==> src/hdl/icph_pkg.sv <==
`default_nettype none
// ----------------------------------------------------------------------------
// icph_pkg: shared types and a helper for the internet checksum block
// Transfer types for both channels, the queue entry passed from the front
// end to the back end, and the end-around-carry fold.
// ----------------------------------------------------------------------------
package icph_pkg;

    localparam int unsigned QueueDepthDefault = 2;

    // One packet byte with its framing and pseudo header fields.
    typedef struct packed {
        logic [7:0]  data_byte;
        logic        first_of_packet;
        logic        last_of_packet;
        logic        use_pseudo_header;
        logic [31:0] source_address;
        logic [31:0] dest_address;
        logic [7:0]  protocol;
    } icph_in_t;

    // One finished checksum.
    typedef struct packed {
        logic [15:0] checksum;
        logic [15:0] byte_count;
    } icph_out_t;

    // A classified byte as it waits in the queue.
    typedef struct packed {
        logic [7:0]  data_byte;
        logic        first;
        logic        last;
        logic        pseudo;
        logic [15:0] pseudo_sum;
    } icph_entry_t;

    // Queue status seen by the two ends.
    typedef struct packed {
        logic full;
        logic empty;
    } icph_qstat_t;

    // Folds a sum of up to eight 16-bit words back into 16 bits with
    // end-around carry. Zero stays zero; any other total maps into 1..0xffff.
    function automatic logic [15:0] oc_fold(input logic [18:0] total);
        logic [16:0] once;
        logic [15:0] twice;
        once  = {1'b0, total[15:0]} + 17'(total[18:16]);
        twice = once[15:0] + 16'(once[16]);
        return twice;
    endfunction

endpackage
`default_nettype wire

==> src/hdl/icph_front.sv <==
`default_nettype none
// ----------------------------------------------------------------------------
// icph_front: input stage of the checksum block
// Registers each byte, works out the folded pseudo header sum for a first
// byte and pushes the classified entry into the queue.
// ----------------------------------------------------------------------------
module icph_front
    import icph_pkg::*;
(
    input  wire logic        clk,
    input  wire logic        rst_n,
    input  wire icph_in_t    item,
    input  wire logic        item_valid,
    output logic             item_stall,
    input  wire icph_qstat_t qstat,
    output logic             push,
    output icph_entry_t      push_entry
);

    logic        valid_reg;
    logic        valid_next;
    icph_entry_t entry_reg;
    icph_entry_t entry_next;
    logic        accept;
    logic [18:0] pseudo_total;

    assign item_stall = valid_reg && qstat.full;
    assign accept     = item_valid && !item_stall;
    assign push       = valid_reg && !qstat.full;
    assign push_entry = entry_reg;

    // Five pseudo header words: both address halves of each address and 0x00pp.
    always_comb
    begin
        pseudo_total = 19'(item.source_address[31:16]) + 19'(item.source_address[15:0])
                     + 19'(item.dest_address[31:16]) + 19'(item.dest_address[15:0])
                     + 19'(item.protocol);
    end

    always_comb
    begin
        entry_next.data_byte  = item.data_byte;
        entry_next.first      = item.first_of_packet;
        entry_next.last       = item.last_of_packet;
        entry_next.pseudo     = item.use_pseudo_header;
        entry_next.pseudo_sum = item.use_pseudo_header ? oc_fold(pseudo_total) : 16'h0000;
    end

    assign valid_next = accept ? 1'b1 : (valid_reg && qstat.full);

    always_ff @(posedge clk or negedge rst_n)
    begin
        if (!rst_n)
        begin
            valid_reg <= 1'b0;
        end
        else
        begin
            valid_reg <= valid_next;
        end
    end

    always_ff @(posedge clk)
    begin
        if (accept)
        begin
            entry_reg <= entry_next;
        end
    end

endmodule
`default_nettype wire

==> src/hdl/icph_queue.sv <==
`default_nettype none
// ----------------------------------------------------------------------------
// icph_queue: short queue between front end and back end
// Circular buffer of classified bytes; push and pop may fall in one cycle.
// ----------------------------------------------------------------------------
module icph_queue
    import icph_pkg::*;
#(
    parameter int unsigned Depth = QueueDepthDefault
)
(
    input  wire logic        clk,
    input  wire logic        rst_n,
    input  wire logic        push,
    input  wire icph_entry_t push_entry,
    input  wire logic        pop,
    output icph_entry_t      head,
    output icph_qstat_t      qstat
);

    localparam int unsigned PtrW = (Depth > 1) ? $clog2(Depth) : 1;
    localparam int unsigned CntW = $clog2(Depth + 1);

    icph_entry_t         slots [Depth];
    logic [PtrW-1:0]     wr_ptr_reg;
    logic [PtrW-1:0]     wr_ptr_next;
    logic [PtrW-1:0]     rd_ptr_reg;
    logic [PtrW-1:0]     rd_ptr_next;
    logic [CntW-1:0]     count_reg;
    logic [CntW-1:0]     count_next;

    assign qstat.full  = (count_reg == CntW'(Depth));
    assign qstat.empty = (count_reg == '0);
    assign head        = slots[rd_ptr_reg];

    always_comb
    begin
        wr_ptr_next = wr_ptr_reg;
        rd_ptr_next = rd_ptr_reg;
        count_next  = count_reg;
        if (push)
        begin
            wr_ptr_next = (wr_ptr_reg == PtrW'(Depth - 1)) ? '0 : wr_ptr_reg + 1'b1;
        end
        if (pop)
        begin
            rd_ptr_next = (rd_ptr_reg == PtrW'(Depth - 1)) ? '0 : rd_ptr_reg + 1'b1;
        end
        if (push && !pop)
        begin
            count_next = count_reg + 1'b1;
        end
        else if (pop && !push)
        begin
            count_next = count_reg - 1'b1;
        end
    end

    always_ff @(posedge clk or negedge rst_n)
    begin
        if (!rst_n)
        begin
            wr_ptr_reg <= '0;
            rd_ptr_reg <= '0;
            count_reg  <= '0;
        end
        else
        begin
            wr_ptr_reg <= wr_ptr_next;
            rd_ptr_reg <= rd_ptr_next;
            count_reg  <= count_next;
        end
    end

    always_ff @(posedge clk)
    begin
        if (push)
        begin
            slots[wr_ptr_reg] <= push_entry;
        end
    end

    // The front end only pushes into a queue with room left.
    a_no_push_when_full: assert property (@(posedge clk) disable iff (!rst_n)
        !(push && qstat.full))
        else $error("queue pushed while full");

    // The back end only pops an entry that is there.
    a_no_pop_when_empty: assert property (@(posedge clk) disable iff (!rst_n)
        !(pop && qstat.empty))
        else $error("queue popped while empty");

endmodule
`default_nettype wire

==> src/hdl/icph_back.sv <==
`default_nettype none
// ----------------------------------------------------------------------------
// icph_back: accumulation stage of the checksum block
// Pairs bytes into words, keeps the end-around-carry sum and byte count and
// holds the finished checksum in an output register.
// ----------------------------------------------------------------------------
module icph_back
    import icph_pkg::*;
(
    input  wire logic        clk,
    input  wire logic        rst_n,
    input  wire icph_entry_t head,
    input  wire icph_qstat_t qstat,
    output logic             pop,
    output icph_out_t        result,
    output logic             result_valid,
    input  wire logic        result_stall
);

    logic [15:0] sum_reg;
    logic [15:0] sum_next;
    logic [7:0]  held_reg;
    logic [7:0]  held_next;
    logic        odd_reg;
    logic        odd_next;
    logic [15:0] count_reg;
    logic [15:0] count_next;
    logic        pseudo_reg;
    logic        pseudo_next;
    logic        out_valid_reg;
    logic        out_valid_next;
    icph_out_t   out_reg;

    logic [15:0] base;
    logic        odd_eff;
    logic        pseudo_eff;
    logic [15:0] count_inc;
    logic [15:0] word;
    logic [15:0] len_word;
    logic [15:0] folded;
    logic        slot_free;

    assign slot_free    = !out_valid_reg || !result_stall;
    assign pop          = !qstat.empty && (!head.last || slot_free);
    assign result       = out_reg;
    assign result_valid = out_valid_reg;

    // A first byte starts from the pseudo header sum and cleared pairing.
    always_comb
    begin
        base       = head.first ? head.pseudo_sum : sum_reg;
        odd_eff    = head.first ? 1'b0 : odd_reg;
        pseudo_eff = head.first ? head.pseudo : pseudo_reg;
        count_inc  = (head.first ? 16'h0000 : count_reg) + 16'h0001;
        if (odd_eff)
        begin
            word = {held_reg, head.data_byte};
        end
        else if (head.last)
        begin
            word = {head.data_byte, 8'h00};
        end
        else
        begin
            word = 16'h0000;
        end
        len_word = (head.last && pseudo_eff) ? count_inc : 16'h0000;
        folded   = oc_fold(19'(base) + 19'(word) + 19'(len_word));
    end

    always_comb
    begin
        sum_next    = sum_reg;
        held_next   = held_reg;
        odd_next    = odd_reg;
        count_next  = count_reg;
        pseudo_next = pseudo_reg;
        if (pop)
        begin
            if (head.last)
            begin
                sum_next    = 16'h0000;
                odd_next    = 1'b0;
                count_next  = 16'h0000;
                pseudo_next = 1'b0;
            end
            else
            begin
                sum_next    = folded;
                odd_next    = !odd_eff;
                count_next  = count_inc;
                pseudo_next = pseudo_eff;
                if (!odd_eff)
                begin
                    held_next = head.data_byte;
                end
            end
        end
    end

    assign out_valid_next = (pop && head.last) ? 1'b1 : (out_valid_reg && result_stall);

    always_ff @(posedge clk or negedge rst_n)
    begin
        if (!rst_n)
        begin
            sum_reg       <= 16'h0000;
            held_reg      <= 8'h00;
            odd_reg       <= 1'b0;
            count_reg     <= 16'h0000;
            pseudo_reg    <= 1'b0;
            out_valid_reg <= 1'b0;
        end
        else
        begin
            sum_reg       <= sum_next;
            held_reg      <= held_next;
            odd_reg       <= odd_next;
            count_reg     <= count_next;
            pseudo_reg    <= pseudo_next;
            out_valid_reg <= out_valid_next;
        end
    end

    always_ff @(posedge clk)
    begin
        if (pop && head.last)
        begin
            out_reg.checksum   <= ~folded;
            out_reg.byte_count <= count_inc;
        end
    end

    // Every last byte taken from the queue shows up as a result.
    a_last_gives_result: assert property (@(posedge clk) disable iff (!rst_n)
        (pop && head.last) |=> out_valid_reg)
        else $error("last byte consumed without a result");

    // A finished packet leaves the packet state cleared.
    a_last_clears_state: assert property (@(posedge clk) disable iff (!rst_n)
        (pop && head.last) |=> (count_reg == 16'h0000 && !odd_reg && sum_reg == 16'h0000))
        else $error("packet state not cleared after last byte");

endmodule
`default_nettype wire

==> src/hdl/internet_checksum_pseudo_header.sv <==
`default_nettype none
// ----------------------------------------------------------------------------
// internet_checksum_pseudo_header: streaming Internet checksum
// Sums a packet byte by byte as big-endian 16-bit words in ones' complement,
// optionally with the IPv4 pseudo header, and gives the inverted checksum
// and byte count on the last byte.
// ----------------------------------------------------------------------------
//
//   Channel | Handshake                   | Payload
//   --------+-----------------------------+-----------------------------------
//   item    | item_valid / item_stall     | icph_in_t: one byte plus framing
//   result  | result_valid / result_stall | icph_out_t: checksum, byte_count
//
// The block takes one byte per clock while nothing stalls: a single
// three-operand add with end-around fold in the back end closes every byte.
// With no stalls, the last byte goes from the input register through a queue
// slot into the output register, which then holds the result.
// Reset clears the packet state, the queue and both valid flags.
// A stalled result only holds up a later last byte; the queue lets bytes
// keep flowing into the front end until it fills.
//
// The front end registers each byte and folds the five pseudo header words
// (both halves of each address and the protocol) into one 16-bit value on
// a first byte. The back end pairs bytes into words, pads an odd final byte
// with a zero low byte and adds the byte count for a pseudo header packet.
// ----------------------------------------------------------------------------
module internet_checksum_pseudo_header
    import icph_pkg::*;
#(
    parameter int unsigned QueueDepth = QueueDepthDefault
)
(
    input  wire logic      clk,
    input  wire logic      rst_n,
    input  wire icph_in_t  item,
    input  wire logic      item_valid,
    output logic           item_stall,
    output icph_out_t      result,
    output logic           result_valid,
    input  wire logic      result_stall
);

    icph_qstat_t qstat;
    logic        push;
    logic        pop;
    icph_entry_t push_entry;
    icph_entry_t head;

    icph_front u_front (
        .clk        (clk),
        .rst_n      (rst_n),
        .item       (item),
        .item_valid (item_valid),
        .item_stall (item_stall),
        .qstat      (qstat),
        .push       (push),
        .push_entry (push_entry)
    );

    icph_queue #(
        .Depth (QueueDepth)
    ) u_queue (
        .clk        (clk),
        .rst_n      (rst_n),
        .push       (push),
        .push_entry (push_entry),
        .pop        (pop),
        .head       (head),
        .qstat      (qstat)
    );

    icph_back u_back (
        .clk          (clk),
        .rst_n        (rst_n),
        .head         (head),
        .qstat        (qstat),
        .pop          (pop),
        .result       (result),
        .result_valid (result_valid),
        .result_stall (result_stall)
    );

endmodule
`default_nettype wire

==> config.mk <==
export PLATFORM = sky130hd
export DESIGN_NAME = internet_checksum_pseudo_header
export DESIGN_NICKNAME = d
export VERILOG_FILES = /design/src/hdl/icph_pkg.sv /design/src/hdl/icph_front.sv /design/src/hdl/icph_queue.sv /design/src/hdl/icph_back.sv /design/src/hdl/internet_checksum_pseudo_header.sv
export SDC_FILE = /design/constraint.sdc
export NUM_CORES = 1
export LEC_CHECK = 0
export BUFFER_PORTS_ARGS = -buffer_cell sky130_fd_sc_hd__buf_2
export CORE_AREA = 5 5 145 147
export CTS_CLUSTER_DIAMETER = 60
export DETAILED_ROUTE_END_ITERATION = 10
export DIE_AREA = 0 0 150 152
export HOLD_SLACK_MARGIN = 0.06
export PLACE_DENSITY_LB_ADDON = 0.25
export SYNTH_ARGS = -nofsm -noshare
export SYNTH_HDL_FRONTEND = slang
export SYNTH_SLANG_ARGS = --single-unit
export TNS_END_PERCENT = 20
==> constraint.sdc <==
create_clock -name clk -period 9.57 [get_ports clk]
set_clock_uncertainty 0.15 [all_clocks]
set_input_delay 0 -clock clk [delete_from_list [all_inputs] [get_ports clk]]
set_output_delay 0 -clock clk [all_outputs]
set_load 0.005 [all_outputs]
Word level (Yosys, flattened, before mapping)
Memories as Yosys holds them, arrays and structs flattened.
Index checks and enable logic that the tools add are counted.

word-level totals
  register bits after elaboration = 107
  bits in latches = 0
  RAM bits = 54
  memory bits (read-only) = 0
  input bits = 87
  output and inout port bits = 34
  word-level logic and storage cells = 79
  memories = 1

operators by class
  add/sub/neg operators = 15
  multipliers = 0
  div/mod/pow operators = 0
  magnitude comparators = 0
  equal/unequal tests = 1
  shifts and indexed selects = 0
  muxes and demuxes = 19
  bitwise logic cells = 3
  reduce and logical (&&, ||, !) cells = 23

memories
  memory         depth  width  read ports  clocked after Yosys merged registers in  write ports  line              source
  u_queue.slots  2      27     1           0                                        1            icph_queue.sv:24  icph_entry_t slots [Depth];

operators with widths
  kind                     number
  $mux W16                 7
  $add A19 B16 Y19         3
  $add A16 B16 Y17         2
  $add A16 B3 Y17          2
  $add A16 B1 Y16          2
  $add A19 B8 Y19          1
  $add A16 B1 Y16 const B  1
  $not A16 Y16             1
  $mux W1                  10
  $logic_and A1 B1 Y1      9
  $logic_not A1 Y1         9
  $mux W2                  2
  $reduce_and A3 Y1        1
  $add A1 B1 Y1 const B    2
  $add A2 B1 Y2 const B    1
  $eq A2 B2 Y1 const B     1
  $logic_not A2 Y1         1
  $logic_or A1 B1 Y1       2
  $not A1 Y1               2
  $reduce_bool A2 Y1       1
  $sub A2 B1 Y2 const B    1

Depth between registers and ports, before layout
An unclocked memory read counts as a cell.

  depth in word-level cells = 8
  depth in mapped cells = 39
  depth with buffers taken out = 37

Cells and area by module
From an unflattened synthesis, not the netlist that was laid out.

unflattened totals
  cells, all modules = 994
  area, all modules = 11118.2 µm²

modules (own cells, without submodules)
  module      times used  cells an instance  area each (µm²)  seq. area each (µm²)
  icph_back   1           497                4968.5           2037.0
  icph_front  1           397                3915.0           835.8
  icph_queue  1           100                2234.6           1721.7

Worst setup path before layout
No wires, ideal clock.

  path type = flip-flop to flip-flop
  from = register u_queue.rd_ptr_reg
  to = register u_back.out_reg, in the netlist u_back.result[31] (data pin)
  library setup time = 0.270 ns
  arrival = 7.852 ns
  required time = 9.150 ns
  path slack = 1.298 ns
  cell stages (with the launch flop) = 39
  path buffers = 2
  clock period less this slack = 8.272 ns
  cells stage by stage = dfrtp_1 buf_1 buf_1 mux2i_1 o21ai_0 ha_1 fa_1 a21o_1 a21oi_1 nor2b_1 o21a_1 o211a_1 o21a_1 o21ai_0 nand2b_1 a21oi_1 xnor2_1 ha_1 (+3 left out) a21o_1 a21oi_1 xnor2_1 ha_1 fa_1 nand2_1 or3_1 a2111oi_4 and4_2 and3_1 ha_1 and3_1 nand3_1 nand3b_1 o21bai_1 o31ai_4 nand2_1 xor2_1

on the way
  longest elaborated chain between the ends = 8
  elaborated cells between the ends (all ways) = 15
  those cells by class = add/sub: 5; mux: 7; bitwise: 1; reduce/logical: 1; memory: 1

ends and longest elaborated chain
  what                                                 line                              source
  start, declared                                      icph_queue.sv:27                  logic [PtrW-1:0] rd_ptr_reg;
  start signal, assigned                               icph_queue.sv:70                  rd_ptr_reg <= rd_ptr_next;
  $mem_v2 Z2 W27 (*)                                   -
  $mux W1, or another cell as far along                icph_back.sv:52                   odd_eff = head.first ? 1'b0 : odd_reg;
  $mux W16, or another cell as far along               icph_back.sv:55                   if (odd_eff)
  $add A16 B16 Y17 / $mux W16 (equally long branches)  icph_back.sv:68, icph_back.sv:67
  $add A19 B16 Y19 (*)                                 icph_back.sv:68                   folded = oc_fold(19'(base) + 19'(word) + 19'(len_word));
  $add A16 B3 Y17 (*)                                  icph_pkg.sv:48                    once = {1'b0, total[15:0]} + 17'(total[18:16]);
  $add A16 B1 Y16 (*)                                  icph_pkg.sv:49                    twice = once[15:0] + 16'(once[16]);
  $not A16 Y16 (*)                                     icph_back.sv:129                  out_reg.checksum <= ~folded;
  end, declared                                        icph_back.sv:32                   icph_out_t out_reg;

Mark *: on every way between the ends. The rest lies on a longest branch, timed or not.
A chain may end at the register's enable or synchronous reset.

Worst setup path after layout
  from = register u_queue.rd_ptr_reg
  to = register u_back.out_reg, in the netlist u_back.result[30] (data pin)

The elaborated chain is that of the path after synthesis.

==> summary.txt <==
Cells and area
  • # diodes: 0
  • Share of cells above drive strength 1: 0.151
  • Largest register by flop count: u_queue.slots
  • Commonest cells after routing, fill and taps aside: buf_2 (120), edfxtp_1 (113), nand2_1 (101), inv_1 (88)
  • Final Net Count: 1494
  • Area Growth Syn to Fin: 14.7%
  • Max reg flops: 54
  • Most common cell after layout, fill and taps aside: buf_2
  • Final std cells w/o fill: 1576

Flow run
  • Max_cap viols: 0

Setup path
  • RR Startpoint: u_queue.rd_ptr_reg
  • Reg2Reg Capture Point: u_back.result[30]
  • CP delay by family, top: compound AO/OA/AOI/OAI gates
  • Critical Path Sink Type: flop
  • CP arrival: 8.74 ns
  • Largest fanout on the critical path: 17
  • Worst-case reg-to-reg path depth: 36
  • CP max-delay cell: or3_1
  • Required time of the worst setup path: 9.58 ns
  • R2r setup slk: 0.83 ns
  • Launching element type of the critical path: flop
  • Crit Path Class: reg -> reg
  • Max incr delay on CP: 0.45 ns
  • CP bufs+invs: 1

Yosys
  • Post-synth ARST share: 0.298
  • Post-synthesis cell area: 11500 um2
  • Compound-cell area share of the yosys netlist: 0.158
  • Largest family of logic cells by synthesized area: compound AO/OA/AOI/OAI gates
  • Synthesis Warnings: 0
  • Post-synthesis adder-cell area fraction: 0.143
  • Ys flop type: edfxtp_1
  • Syn Nets: 1356
  • Synth cell types: 83
  • Post-synthesis mux area share: 0.0263
  • Syn Area/Cell: 9.97 um2
  • Synthesized instance count: 1155
  • EDFF count, synth: 113
  • Post-synthesis simple-gate area fraction: 0.157
  • Sequential area share after synthesis: 0.399
  • Yosys reg bits: 161
  • Synth Area in XOR/XNOR: 0.0781

Floorplanning
  • Initial cell density of the core: 0.582
  • Core area: 19800 um2
  • Chip width: 150 um
  • IO Count: 121
  • Die height: 152 um
  • Die area: 22800 um2
  • Standard-cell rows: 52

Detailed routing
  • Routed WL: 26.0 mm
  • Drt drc: 0
  • Via Count: 9052
  • Initial DRC count: 497
  • Vias/cell: 5.74
  • Post-DR wirelength/cell: 16.5 um
  • Drt first pass iters: 6
  • Antenna viol nets, final: 0

STA
  • Max frequency: 0.114 GHz
  • Setup violations, final: 0
  • Final Hold Vio Count: 0
  • RSZ-0062 raised after global routing: no
  • Worst slew pin tran: 1.11 ns
  • Pins Over Slew Limit: 0
  • Setup TNS: 0 ns
  • Slew HR: 0.258
  • Fin crit share: 0.913
  • Final min period: 8.74 ns

Global routing
  • GRT Overall Usage: 0.236
  • Antenna violations before repair: 0
  • Vias in the first global route: 9211
  • Remaining global-route overflow: 0
  • Largest net degree at the start of global routing: 49
  • First-pass GRT wire length: 43.6 mm

Place
  • PortBufs: 120
  • RePlAce Congestion: 0.932
  • Dpl cells: 1530
  • DP Wirelength: 20.2 mm

Power and ir drop
  • VDD IR max: 0.226 mV
  • Total chip power: 0.00546 W
  • PD cells: 413 nW/um2
  • Static leakage: 5.79 nW

Clock network
  • H-tree depth reported by CTS: 4
  • Hold buffer count at CTS: 14
  • CTS sink cnt: 161
  • Buffer depth of the longest clock path: 2
  • Post-CTS sizing: 0
  • Root buf cell: clkbuf_16
  • Clock transition at the registers of the reported paths: 0.07 ns
  • Post-CTS setup buffer count: 0
  • CTS tree: built
  • Later-pin clock latency in the skew report: 0.44 ns
  • TritonCTS Buffers: 17

Run status
  • Outcome: complete, no violations

Min path
  • Hold Crit Class: in -> async
cell families after synthesis:
kind of cell               Yosys count
AOI/OAI and AO/OA                  267
xor gates and xnor gates           101
adders and majority gates          114
buffers and inverters              116
DFF                                161
muxes                               30
and+or+nand+nor                    366
metal layers:
layer,GRT usage,up-vias,part of all wire
met5,0,-,0
met4,0.123,0,0.047
met3,0.0363,86,0.046
met2,0.425,269,0.52
met1,0.266,4244,0.39
li1,-,4453,-
final cells by class:
cell class | instances | area [um2]
Timing Repair Buffer | 147 | 838
Tap cell | 270 | 338
Multi-Input combinational cell | 878 | 6500
Sequential cell | 161 | 4590
Inverter | 88 | 330
Clock buffer | 17 | 425
Clock inverter | 15 | 180
Fill cell | 1603 | 6570
worst reg2reg max path: cells and delay by family (launching register included):
kind            cells  cell delay, ns
compound gates     13            2.58
buf+inv             1            0.32
mux                 1            0.32
simple gates       11            2.37
xor+xnor            3            0.50
fa+ha+maj           7            1.82
flops               1            0.41
report_power, final:
| part | internal, W | switching [W] | total, W | leakage [nW] |
|---|---|---|---|---|
| sequential | 0.00113 | 0.000109 | 0.00124 | 1.69 |
| combinational | 0.00136 | 0.00217 | 0.00354 | 3.81 |
| clock | 0.000355 | 0.000325 | 0.000680 | 0.292 |
through the flow:
step	setup slack, ns	util	cell area (um2)	hold WS (ns)
after global routing	0.106	0.668	13200	0.119
after floorplan	1.30	-	11500	-0.446
after detailed placement	0.413	0.630	12500	-0.00128
after CTS	0.873	0.668	13200	0.0725
final	0.834	0.668	13200	0.0628
after global placement	0.595	0.630	12500	0.00499
synthesized netlist by cell type, types with 14 or more instances:
master	n	area, um2
a21o_1	16	120
a21oi_1	53	265
and3_1	14	87.6
clkbuf_1	21	78.8
dfrtp_1	48	1200
edfxtp_1	113	3390
fa_1	29	581
ha_1	85	1060
inv_1	88	330
mux2i_1	28	280
nand2_1	101	379
nand3_1	31	155
nor2_1	87	327
nor3_1	31	155
o21a_1	24	180
o21ai_0	76	380
xnor2_1	69	604
xor2_1	31	272
worst max-delay path by stage:
stage	start	end	slack, ns	cells past startpoint
4_1_cts	item[40]	u_front.push_entry[9]	0.87	38
6_report	u_queue.rd_ptr_reg	u_back.result[30]	0.83	36
3_5_place_dp	item[40]	u_front.push_entry[9]	0.41	38
3_3_place_gp	item[40]	u_front.push_entry[9]	0.60	38
5_1_grt	item[40]	u_front.push_entry[9]	0.11	38
2_1_floorplan	u_queue.rd_ptr_reg	u_back.result[31]	1.30	38
Power figures use the tool's default switching activity.
